File: src/assert_macros.svh
// Assertion macros used by the scheduler datapath.
`ifndef ASSERT_MACROS_SVH
`define ASSERT_MACROS_SVH

// Property that must hold at every clock edge outside reset.
`define TRSS_ASSERT(label, prop, msg) \
    label: assert property (@(posedge aclk) disable iff (!aresetn) (prop)) \
        else $error(msg);

// Implication checked in the same cycle outside reset.
`define TRSS_ASSERT_IMPL(label, ante, cons, msg) \
    label: assert property (@(posedge aclk) disable iff (!aresetn) (ante) |-> (cons)) \
        else $error(msg);

`endif

File: src/trss_pkg.sv
// Shared types, codes and constants of the transmit ring segment scheduler.
package trss_pkg;

    localparam int RING_DEPTH_DEF    = 512;
    localparam int REQUEST_SLOTS_DEF = 8;

    localparam int LEN_W    = 9;
    localparam int TAG_W    = 8;
    localparam int OP_W     = 2;
    localparam int KIND_W   = 2;
    localparam int STAT_W   = 2;
    localparam int FIELD9_W = 9;

    localparam int APB_ADDR_W = 3;
    localparam int APB_DATA_W = 32;

    localparam logic [LEN_W-1:0] COALESCE_RESET = 9'd32;

    // Register index decoded from paddr[2].
    localparam logic [0:0] REG_COALESCE = 1'b0;

    localparam logic [OP_W-1:0] OP_WRITE = 2'd0;
    localparam logic [OP_W-1:0] OP_DONE  = 2'd1;
    localparam logic [OP_W-1:0] OP_KICK  = 2'd2;

    localparam logic [KIND_W-1:0] KIND_STATUS = 2'd0;
    localparam logic [KIND_W-1:0] KIND_NOTICE = 2'd1;
    localparam logic [KIND_W-1:0] KIND_LAUNCH = 2'd2;

    localparam logic [STAT_W-1:0] STAT_OK       = 2'd0;
    localparam logic [STAT_W-1:0] STAT_ZERO_LEN = 2'd1;
    localparam logic [STAT_W-1:0] STAT_NO_SPACE = 2'd2;

    typedef struct packed {
        logic [OP_W-1:0]  opcode;
        logic [LEN_W-1:0] length;
        logic [TAG_W-1:0] tag;
        logic             want_notice;
    } req_t;

    typedef struct packed {
        logic [KIND_W-1:0]   kind;
        logic [STAT_W-1:0]   status_code;
        logic [TAG_W-1:0]    notice_tag;
        logic [FIELD9_W-1:0] segment_start;
        logic [FIELD9_W-1:0] segment_length;
        logic [FIELD9_W-1:0] pending_count;
        logic                transfer_busy;
        logic                last;
    } res_t;

    // One queued write request.
    typedef struct packed {
        logic             want;
        logic [TAG_W-1:0] tag;
        logic [LEN_W-1:0] remaining;
    } entry_t;

    typedef enum logic [2:0] {
        S_IDLE,
        S_EXEC,
        S_LAUNCH_EVAL,
        S_RET_RD,
        S_RET_CHK,
        S_EMIT_LAUNCH,
        S_EMIT_STATUS
    } state_t;

    typedef struct packed {
        logic capture;
        logic exec;
        logic launch_eval;
        logic ret_step;
        logic emit_launch;
        logic emit_status;
    } cmd_t;

    typedef struct packed {
        logic is_done_op;
        logic retire_more;
        logic notice_due;
        logic launch_flag;
        logic out_free;
    } sts_t;

endpackage

File: src/trss_ctrl.sv
// Sequencing state machine of the transmit ring segment scheduler.
module trss_ctrl import trss_pkg::*; (
    input  logic aclk,
    input  logic aresetn,
    input  logic s_valid,
    output logic s_ready,
    input  sts_t sts,
    output cmd_t cmd
);

    state_t state_reg;
    state_t state_next;

    always_ff @(posedge aclk) begin
        if (!aresetn) begin
            state_reg <= S_IDLE;
        end else begin
            state_reg <= state_next;
        end
    end

    always_comb begin
        state_next = state_reg;
        unique case (state_reg)
            S_IDLE: begin
                if (s_valid) state_next = S_EXEC;
            end
            S_EXEC: begin
                state_next = S_LAUNCH_EVAL;
            end
            S_LAUNCH_EVAL: begin
                state_next = sts.is_done_op ? S_RET_RD : S_EMIT_LAUNCH;
            end
            S_RET_RD: begin
                state_next = sts.retire_more ? S_RET_CHK : S_EMIT_LAUNCH;
            end
            S_RET_CHK: begin
                if (!sts.notice_due || sts.out_free) state_next = S_RET_RD;
            end
            S_EMIT_LAUNCH: begin
                if (!sts.launch_flag || sts.out_free) state_next = S_EMIT_STATUS;
            end
            S_EMIT_STATUS: begin
                if (sts.out_free) state_next = S_IDLE;
            end
            default: begin
                state_next = S_IDLE;
            end
        endcase
    end

    always_comb begin
        cmd     = '0;
        s_ready = 1'b0;
        unique case (state_reg)
            S_IDLE: begin
                s_ready     = 1'b1;
                cmd.capture = s_valid;
            end
            S_EXEC: begin
                cmd.exec = 1'b1;
            end
            S_LAUNCH_EVAL: begin
                cmd.launch_eval = 1'b1;
            end
            S_RET_RD: begin
            end
            S_RET_CHK: begin
                // A due notice waits for room in the output register.
                cmd.ret_step = !sts.notice_due || sts.out_free;
            end
            S_EMIT_LAUNCH: begin
                cmd.emit_launch = sts.launch_flag && sts.out_free;
            end
            S_EMIT_STATUS: begin
                cmd.emit_status = sts.out_free;
            end
            default: begin
            end
        endcase
    end

endmodule

File: src/trss_dp.sv
// Pointer, request queue and result datapath of the transmit ring segment scheduler.
`include "assert_macros.svh"

module trss_dp import trss_pkg::*; #(
    parameter int RING_DEPTH    = RING_DEPTH_DEF,
    parameter int REQUEST_SLOTS = REQUEST_SLOTS_DEF
) (
    input  logic             aclk,
    input  logic             aresetn,
    input  cmd_t             cmd,
    output sts_t             sts,
    input  req_t             s_data,
    input  logic [LEN_W-1:0] coalesce_threshold,
    output logic             m_valid,
    input  logic             m_ready,
    output res_t             m_data
);

    localparam int PTR_W = $clog2(RING_DEPTH);
    localparam int CNT_W = $clog2(RING_DEPTH + 1);
    localparam int SUM_W = ((CNT_W > LEN_W) ? CNT_W : LEN_W) + 1;
    localparam int Q_W   = $clog2(REQUEST_SLOTS);

    localparam logic [SUM_W-1:0] DEPTH_S = SUM_W'(RING_DEPTH);
    localparam logic [Q_W-1:0]   Q_LAST  = Q_W'(REQUEST_SLOTS - 1);

    // Held request and step results.
    req_t              req_reg;
    logic [STAT_W-1:0] code_reg, code_next;

    logic [PTR_W-1:0] wp_reg, wp_next;
    logic [PTR_W-1:0] rp_reg, rp_next;
    logic             busy_reg, busy_next;
    logic [CNT_W-1:0] active_len_reg, active_len_next;
    logic [CNT_W-1:0] sent_reg, sent_next;
    logic [Q_W-1:0]   head_reg, head_next;
    logic [Q_W-1:0]   tail_reg, tail_next;

    logic             launch_flag_reg, launch_flag_next;
    logic [PTR_W-1:0] seg_start_reg, seg_start_next;
    logic [CNT_W-1:0] seg_len_reg, seg_len_next;

    logic m_valid_reg, m_valid_next;
    res_t m_data_reg, m_data_next;

    entry_t req_mem [REQUEST_SLOTS];
    entry_t rd_entry_reg;
    logic             mem_we;
    logic [Q_W-1:0]   mem_addr;
    entry_t           mem_wdata;

    logic [SUM_W-1:0] wp_s, rp_s, count_s, space_s, contig_s, len_s, sum_s;
    logic [SUM_W-1:0] sent_s, rem_s;
    logic             nowrap, len_ok, q_full, launch_ok, hold, out_free, out_load;
    logic [Q_W-1:0]   head_inc, tail_inc;

    always_comb begin
        wp_s    = SUM_W'(wp_reg);
        rp_s    = SUM_W'(rp_reg);
        nowrap  = wp_reg >= rp_reg;
        count_s = nowrap ? (wp_s - rp_s) : (wp_s + DEPTH_S - rp_s);
        space_s = DEPTH_S - SUM_W'(1) - count_s;
        contig_s = nowrap ? (wp_s - rp_s) : (DEPTH_S - rp_s);
        len_s   = SUM_W'(req_reg.length);
        len_ok  = (req_reg.length != '0) && (len_s <= space_s);
        head_inc = (head_reg == Q_LAST) ? '0 : head_reg + 1'b1;
        tail_inc = (tail_reg == Q_LAST) ? '0 : tail_reg + 1'b1;
        q_full  = head_inc == tail_reg;
        sent_s  = SUM_W'(sent_reg);
        rem_s   = SUM_W'(rd_entry_reg.remaining);
        // Short non-wrapping segments wait for more data unless kicked or the threshold is zero.
        hold = (req_reg.opcode != OP_KICK) && (coalesce_threshold != '0) && nowrap &&
               (contig_s < SUM_W'(coalesce_threshold));
        launch_ok = ((req_reg.opcode == OP_WRITE && code_reg == STAT_OK) ||
                     req_reg.opcode == OP_DONE || req_reg.opcode == OP_KICK) &&
                    !busy_reg && (rp_reg != wp_reg) && !hold;
    end

    // Next state of the ring and queue bookkeeping.
    always_comb begin
        code_next        = code_reg;
        wp_next          = wp_reg;
        rp_next          = rp_reg;
        busy_next        = busy_reg;
        active_len_next  = active_len_reg;
        sent_next        = sent_reg;
        head_next        = head_reg;
        tail_next        = tail_reg;
        launch_flag_next = launch_flag_reg;
        seg_start_next   = seg_start_reg;
        seg_len_next     = seg_len_reg;
        mem_we           = 1'b0;
        mem_addr         = head_reg;
        mem_wdata        = '{want: req_reg.want_notice, tag: req_reg.tag,
                             remaining: req_reg.length};
        sum_s            = '0;

        if (cmd.exec) begin
            code_next = STAT_OK;
            if (req_reg.opcode == OP_WRITE) begin
                if (req_reg.length == '0) begin
                    code_next = STAT_ZERO_LEN;
                end else if (!len_ok) begin
                    code_next = STAT_NO_SPACE;
                end else begin
                    sum_s   = wp_s + len_s;
                    wp_next = PTR_W'((sum_s >= DEPTH_S) ? (sum_s - DEPTH_S) : sum_s);
                    if (!q_full) begin
                        mem_we    = 1'b1;
                        head_next = head_inc;
                    end
                end
            end else if (req_reg.opcode == OP_DONE) begin
                sum_s           = rp_s + SUM_W'(active_len_reg);
                rp_next         = PTR_W'((sum_s >= DEPTH_S) ? (sum_s - DEPTH_S) : sum_s);
                sent_next       = active_len_reg;
                active_len_next = '0;
                busy_next       = 1'b0;
            end
        end

        if (cmd.launch_eval) begin
            launch_flag_next = launch_ok;
            if (launch_ok) begin
                busy_next       = 1'b1;
                active_len_next = CNT_W'(contig_s);
                seg_start_next  = rp_reg;
                seg_len_next    = CNT_W'(contig_s);
            end
        end

        if (cmd.ret_step) begin
            if (sent_s >= rem_s) begin
                sent_next = CNT_W'(sent_s - rem_s);
                tail_next = tail_inc;
            end else begin
                // Partly covered request keeps its remainder at the tail.
                mem_we    = 1'b1;
                mem_addr  = tail_reg;
                mem_wdata = '{want: rd_entry_reg.want, tag: rd_entry_reg.tag,
                              remaining: LEN_W'(rem_s - sent_s)};
                sent_next = '0;
            end
        end
    end

    always_ff @(posedge aclk) begin
        if (!aresetn) begin
            wp_reg          <= '0;
            rp_reg          <= '0;
            busy_reg        <= 1'b0;
            active_len_reg  <= '0;
            sent_reg        <= '0;
            head_reg        <= '0;
            tail_reg        <= '0;
            launch_flag_reg <= 1'b0;
            code_reg        <= STAT_OK;
            m_valid_reg     <= 1'b0;
        end else begin
            wp_reg          <= wp_next;
            rp_reg          <= rp_next;
            busy_reg        <= busy_next;
            active_len_reg  <= active_len_next;
            sent_reg        <= sent_next;
            head_reg        <= head_next;
            tail_reg        <= tail_next;
            launch_flag_reg <= launch_flag_next;
            code_reg        <= code_next;
            m_valid_reg     <= m_valid_next;
        end
    end

    always_ff @(posedge aclk) begin
        if (cmd.capture) req_reg <= s_data;
        seg_start_reg <= seg_start_next;
        seg_len_reg   <= seg_len_next;
        m_data_reg    <= m_data_next;
    end

    always_ff @(posedge aclk) begin
        if (mem_we) req_mem[mem_addr] <= mem_wdata;
        rd_entry_reg <= req_mem[tail_reg];
    end

    // Output register; every result carries the end-of-step count and busy flag.
    always_comb begin
        out_free = !m_valid_reg || m_ready;
        out_load = cmd.emit_launch || cmd.emit_status ||
                   (cmd.ret_step && sts.notice_due);

        m_data_next                = m_data_reg;
        m_data_next.status_code    = STAT_OK;
        m_data_next.notice_tag     = '0;
        m_data_next.segment_start  = '0;
        m_data_next.segment_length = '0;
        m_data_next.pending_count  = FIELD9_W'(count_s);
        m_data_next.transfer_busy  = busy_reg;
        m_data_next.last           = 1'b0;
        m_data_next.kind           = KIND_NOTICE;
        if (cmd.emit_status) begin
            m_data_next.kind        = KIND_STATUS;
            m_data_next.status_code = code_reg;
            m_data_next.last        = 1'b1;
        end else if (cmd.emit_launch) begin
            m_data_next.kind           = KIND_LAUNCH;
            m_data_next.segment_start  = FIELD9_W'(seg_start_reg);
            m_data_next.segment_length = FIELD9_W'(seg_len_reg);
        end else begin
            m_data_next.notice_tag = rd_entry_reg.tag;
        end
        if (!out_load) m_data_next = m_data_reg;

        m_valid_next = out_load || (m_valid_reg && !m_ready);
    end

    always_comb begin
        sts.is_done_op  = req_reg.opcode == OP_DONE;
        sts.retire_more = (sent_reg != '0) && (tail_reg != head_reg);
        sts.notice_due  = (sent_s >= rem_s) && rd_entry_reg.want;
        sts.launch_flag = launch_flag_reg;
        sts.out_free    = out_free;
    end

    assign m_valid = m_valid_reg;
    assign m_data  = m_data_reg;

    `TRSS_ASSERT_IMPL(a_load_into_free, out_load, out_free, "result loaded over a waiting result")
    `TRSS_ASSERT_IMPL(a_busy_has_len, busy_reg, active_len_reg != '0, "busy with empty segment")
    `TRSS_ASSERT(a_ptr_range, (wp_s < DEPTH_S) && (rp_s < DEPTH_S), "ring pointer out of range")

endmodule

File: src/tx_ring_segment_scheduler_unit.sv
// Top level of the transmit ring segment scheduler with its APB register.
//
//   channel   direction   handshake          payload
//   s_        in          s_valid/s_ready    req_t: opcode, length, tag, want_notice
//   m_        out         m_valid/m_ready    res_t: kind ... last
//   apb       in/out      psel/penable       coalesce_threshold at byte address 0
//
// A request is taken only in the idle state and occupies the block until its status
// result is loaded; a done event also walks the queued requests it covers, since the
// retire loop reads the request queue memory one entry per step.
// Results leave through a one-entry output register; a stalled m_ready holds the
// sequence at its next result. Reset is synchronous and needs no clearing pass.
module tx_ring_segment_scheduler_unit import trss_pkg::*; #(
    parameter int RING_DEPTH    = RING_DEPTH_DEF,
    parameter int REQUEST_SLOTS = REQUEST_SLOTS_DEF
) (
    input  logic                  aclk,
    input  logic                  aresetn,
    input  logic                  s_valid,
    output logic                  s_ready,
    input  req_t                  s_data,
    output logic                  m_valid,
    input  logic                  m_ready,
    output res_t                  m_data,
    input  logic                  psel,
    input  logic                  penable,
    input  logic                  pwrite,
    input  logic [APB_ADDR_W-1:0] paddr,
    input  logic [APB_DATA_W-1:0] pwdata,
    output logic [APB_DATA_W-1:0] prdata,
    output logic                  pready
);

    cmd_t cmd;
    sts_t sts;

    logic [LEN_W-1:0] coalesce_reg;
    logic [0:0]       reg_index;

    assign reg_index = paddr[APB_ADDR_W-1:2];
    assign pready    = 1'b1;

    always_ff @(posedge aclk) begin
        if (!aresetn) begin
            coalesce_reg <= COALESCE_RESET;
        end else if (psel && penable && pwrite && reg_index == REG_COALESCE) begin
            coalesce_reg <= pwdata[LEN_W-1:0];
        end
    end

    assign prdata = (reg_index == REG_COALESCE) ? APB_DATA_W'(coalesce_reg) : '0;

    trss_ctrl u_ctrl (
        .aclk    (aclk),
        .aresetn (aresetn),
        .s_valid (s_valid),
        .s_ready (s_ready),
        .sts     (sts),
        .cmd     (cmd)
    );

    trss_dp #(
        .RING_DEPTH    (RING_DEPTH),
        .REQUEST_SLOTS (REQUEST_SLOTS)
    ) u_dp (
        .aclk               (aclk),
        .aresetn            (aresetn),
        .cmd                (cmd),
        .sts                (sts),
        .s_data             (s_data),
        .coalesce_threshold (coalesce_reg),
        .m_valid            (m_valid),
        .m_ready            (m_ready),
        .m_data             (m_data)
    );

endmodule
File: config.mk
export PLATFORM = sky130hd
export DESIGN_NAME = tx_ring_segment_scheduler_unit
export DESIGN_NICKNAME = d
export VERILOG_FILES = /design/src/trss_pkg.sv /design/src/trss_ctrl.sv /design/src/trss_dp.sv /design/src/tx_ring_segment_scheduler_unit.sv
export VERILOG_INCLUDE_DIRS = /design/src /design/src/src
export SDC_FILE = /design/constraint.sdc
export NUM_CORES = 1
export LEC_CHECK = 0
export ABC_AREA = 0
export BUFFER_PORTS_ARGS = -buffer_cell sky130_fd_sc_hd__buf_2
export CAP_MARGIN = 5
export CORE_ASPECT_RATIO = 0.75
export CORE_MARGIN = 2
export CORE_UTILIZATION = 40
export CTS_BUF_LIST = sky130_fd_sc_hd__clkbuf_4
export CTS_CLUSTER_SIZE = 24
export DETAILED_ROUTE_END_ITERATION = 8
export SLEW_MARGIN = 40
export SYNTH_ARGS = -nofsm -noshare
export SYNTH_HDL_FRONTEND = slang
export SYNTH_SLANG_ARGS = --single-unit
File: constraint.sdc
create_clock -name aclk -period 6.9 [get_ports aclk]
set_input_delay 1.035 -clock aclk [delete_from_list [all_inputs] [get_ports aclk]]
set_output_delay 1.035 -clock aclk [all_outputs]
set_load 0.01 [all_outputs]
==> flow_summary.rst <==
.. list-table::
   :header-rows: 1

   * - Metric
     - Value
   * - Final hold violation count
     - 0
   * - Width of the chip
     - 222.0 µm
   * - Total routing usage reported by global routing
     - 18.50%
   * - Leakage
     - 0.006145 µW
   * - Post-route DRC
     - 0
   * - Number of buffers added to fix hold violations after cts
     - 0
   * - Type of the worst setup path
     - flop to flop
   * - Cell at the root of the clock tree
     - clkbuf_4
   * - Transition time at the pin with the least slew margin
     - 0.7912 ns
   * - Via count of the first global-routing pass
     - 9369
   * - Total power after layout
     - 4391 µW
   * - Total number of placement rows
     - 59
   * - Maximum number of buffers from clock root to sink
     - 3
   * - I/O pins
     - 138
   * - Routability congestion estimate from global placement
     - 0.8599
   * - Post-CTS Repair Setup Buffers
     - 0
   * - Htree depth
     - 3
   * - Total routed wirelength
     - 33670 µm
   * - Post-DRT Antenna Nets
     - 0
   * - Worst slew margin relative to its limit
     - 47.05%
   * - Via Count
     - 9479
   * - Area of the core region
     - 34920 µm²
   * - Data arrival time of the critical path
     - 5.49 ns
   * - Area contributors post-synth
     - edfxtp_1, dfxtp_1, mux4_2, ha_1, nand2_1
   * - Post_cts resized
     - 0
   * - Max Clock Freq
     - 0.1968 GHz
   * - Share of post-route cells with drive strength above 1
     - 22.73%
   * - CTS Sinks
     - 302
   * - Async S/R FF share, synth
     - 0%
   * - Startpoint of the worst register-to-register path
     - u_dp.rp_reg[0]
   * - Clock-pin slew of the registers on the worst-case setup and hold paths
     - 0.07 ns
   * - Post-detailed-route wirelength per cell
     - 18.44 µm
   * - Instance count of the mapped netlist
     - 1170
   * - Sink of the worst hold path
     - u_dp.req_reg[3]
   * - Setup skew after layout
     - 0.06195 ns
   * - Max cap viols
     - 0
   * - Critical Path Source Type
     - flop
   * - Average instance area after synthesis
     - 12.18 µm²
   * - Per-cell via count in the routed design
     - 5.191
   * - Full die area
     - 37180 µm²
   * - Critical path required time
     - 7.31 ns
   * - Clock latency reported for the late side of the worst-skew pair
     - 0.77 ns
   * - CTS tree
     - yes
   * - Number of buffers created by CTS
     - 77
   * - Total of flip-flops plus latches after synthesis
     - 302
   * - Filler Cells Inserted
     - 3248
   * - Pin count of the biggest net entering global routing
     - 44
   * - Area occupied by registers
     - 8280 µm²
   * - Mapped cell area
     - 14250 µm²
   * - Distinct cell type count after synthesis
     - 69
   * - Sequential cell area fraction in the yosys report
     - 58.07%
   * - Run status
     - completed
   * - RSZ-0062 raised after global routing
     - false
   * - Yosys top cell by area
     - edfxtp_1
   * - Hold Crit Start
     - s_data[3]
   * - Final #Nets
     - 1437
   * - Worst VDD drop
     - 0.09610 mV
   * - Setup TNS after final layout
     - 0 ns
   * - First-pass GRT wire length
     - 53100 µm
   * - Critical path capture point type
     - flop
   * - Initial drt markers
     - 848
   * - Period utilisation layout
     - 73.64%
   * - Number of antenna violations at the first check in global routing
     - 1
   * - Effective utilization at floorplan
     - 40.82%
   * - Count of TritonRoute iterations in the first routing pass
     - 5
   * - Largest register FFs
     - 144
   * - Fraction of synthesized cell area taken by the top area cell type
     - 46.98%
   * - Largest fanout of any net on the critical path
     - 13
   * - Hold path cells
     - 1
   * - Area occupied by multi-input gates
     - 5542 µm²
   * - Count of pins over their slew limit
     - 0
   * - Aggregate global routing overflow
     - 0
   * - Post-synth EDFFs
     - 223
   * - Final cell utilization of the core
     - 46.49%
   * - Logic depth of the worst register-to-register path
     - 15
   * - Height of the chip
     - 167.5 µm
   * - Cell area power density
     - 270.5 nW/µm²
   * - Warnings, synthesis
     - 0
   * - Top FF cell, synth
     - edfxtp_1
   * - R2r setup slk
     - 1.82 ns
   * - Worst hold path class
     - primary input to flop
   * - HPWL after detailed placement
     - 22550 µm
   * - Number of port buffers
     - 88
   * - Leading cell type in the layout, fill and taps excluded
     - edfxtp_1
   * - Leading cell types in the layout, fill and taps excluded
     - edfxtp_1, nand2_1, clkbuf_4
   * - RR Endpoint
     - u_dp.req_mem[4][3]
   * - Min cycle time layout
     - 5.081 ns
   * - Synth-to-Final Area Change
     - 13.88%
   * - Endpoints failing setup
     - 0
## through the flow
stage               setup slack [ns]  hold WS (ns)  instance area [µm²]  cells
floorplan                      1.716        0.4255                14340   1192
global placement               1.828        0.4437                15180   1683
detailed placement             1.890        0.4465                15210   1684
CTS                            1.878        0.3445                16230   1825
global route                   1.694        0.3717                16230   1826
finish                         1.819        0.4359                16230   1826
## cell type report
cell class / count / share of cell area [%]
clock buffers: 120 / 5.550
multi-input cells: 761 / 34.14
repair buffers: 109 / 3.731
clock inverters: 21 / 0.7631
inverters: 55 / 1.272
diodes: 1 / 0.01542
well taps: 457 / 3.522
flip-flops and latches: 302 / 51.01
## metal layers
| layer | GRT usage (%) | part of all wire, % | up-vias |
|---|---|---|---|
| li1 | - | - | 4554 |
| met1 | 28.85 | 51 | 4587 |
| met2 | 25.13 | 41 | 277 |
| met3 | 4.001 | 5.9 | 61 |
| met4 | 6.434 | 2.0 | 0 |
| met5 | 0 | 0 | - |
## logic make-up (layout without fill, tap and decap cells)
logic type,count (synthesis),after routing,synth area share [%]
AND/OR/NAND/NOR,357,357,11.97
flip-flops,302,302,58.07
AO/OA/AOI/OAI,212,212,9.497
buffers and inverters,129,305,4.222
adder cells (fa/ha/maj),69,69,6.320
multiplexers,57,57,7.285
XOR/XNOR,42,42,2.581
other,2,25,0.05268
## worst max path at each step
| stage | depth (start not counted) | startpoint | endpoint |
|---|---|---|---|
| after global placement | 14 | u_dp.rp_reg[3] | u_dp.active_len_reg[9] |
| after CTS | 15 | u_dp.rp_reg[0] | u_dp.req_mem[4][3] |
| after floorplan | 9 | u_dp.sent_reg[0] | u_dp.m_data[0] |
| after global routing | 15 | u_dp.rp_reg[0] | u_dp.req_mem[4][3] |
| final | 15 | u_dp.rp_reg[0] | u_dp.req_mem[4][3] |
| after detailed placement | 15 | u_dp.rp_reg[0] | u_dp.req_mem[4][3] |
## cells in the mapped netlist (all sizes together), types with 17 or more instances
cell type    n
dfxtp       79
clkbuf      38
nor2        59
nand2      141
xor2        17
edfxtp     223
mux4        36
inv         54
a21oi       68
xnor2       25
and2        35
nand3       30
nor2b       17
ha          64
buf         36
o21ai       61
## worst max-delay path: stages (launching register included)
cell and delay, ns:
dfxtp_1 0.56, ha_1 0.23, inv_1 0.05, fa_1 0.41, a21o_1 0.23, a21oi_1 0.18, xnor2_1 0.29, ha_1 0.35
a21o_1 0.18, a21oi_1 0.13, nor2b_1 0.06, o31ai_1 0.60, o31a_1 0.43, nand3_1 0.27, o22ai_2 0.42, buf_4 0.34
## where the power goes
part	leakage, µW	internal, µW	switching [µW]
Clock	0.000610	833	734
Combinational	0.00285	275	453
Sequential	0.00268	2040	53.4
No activity file was read; power rests on OpenSTA's default activity.
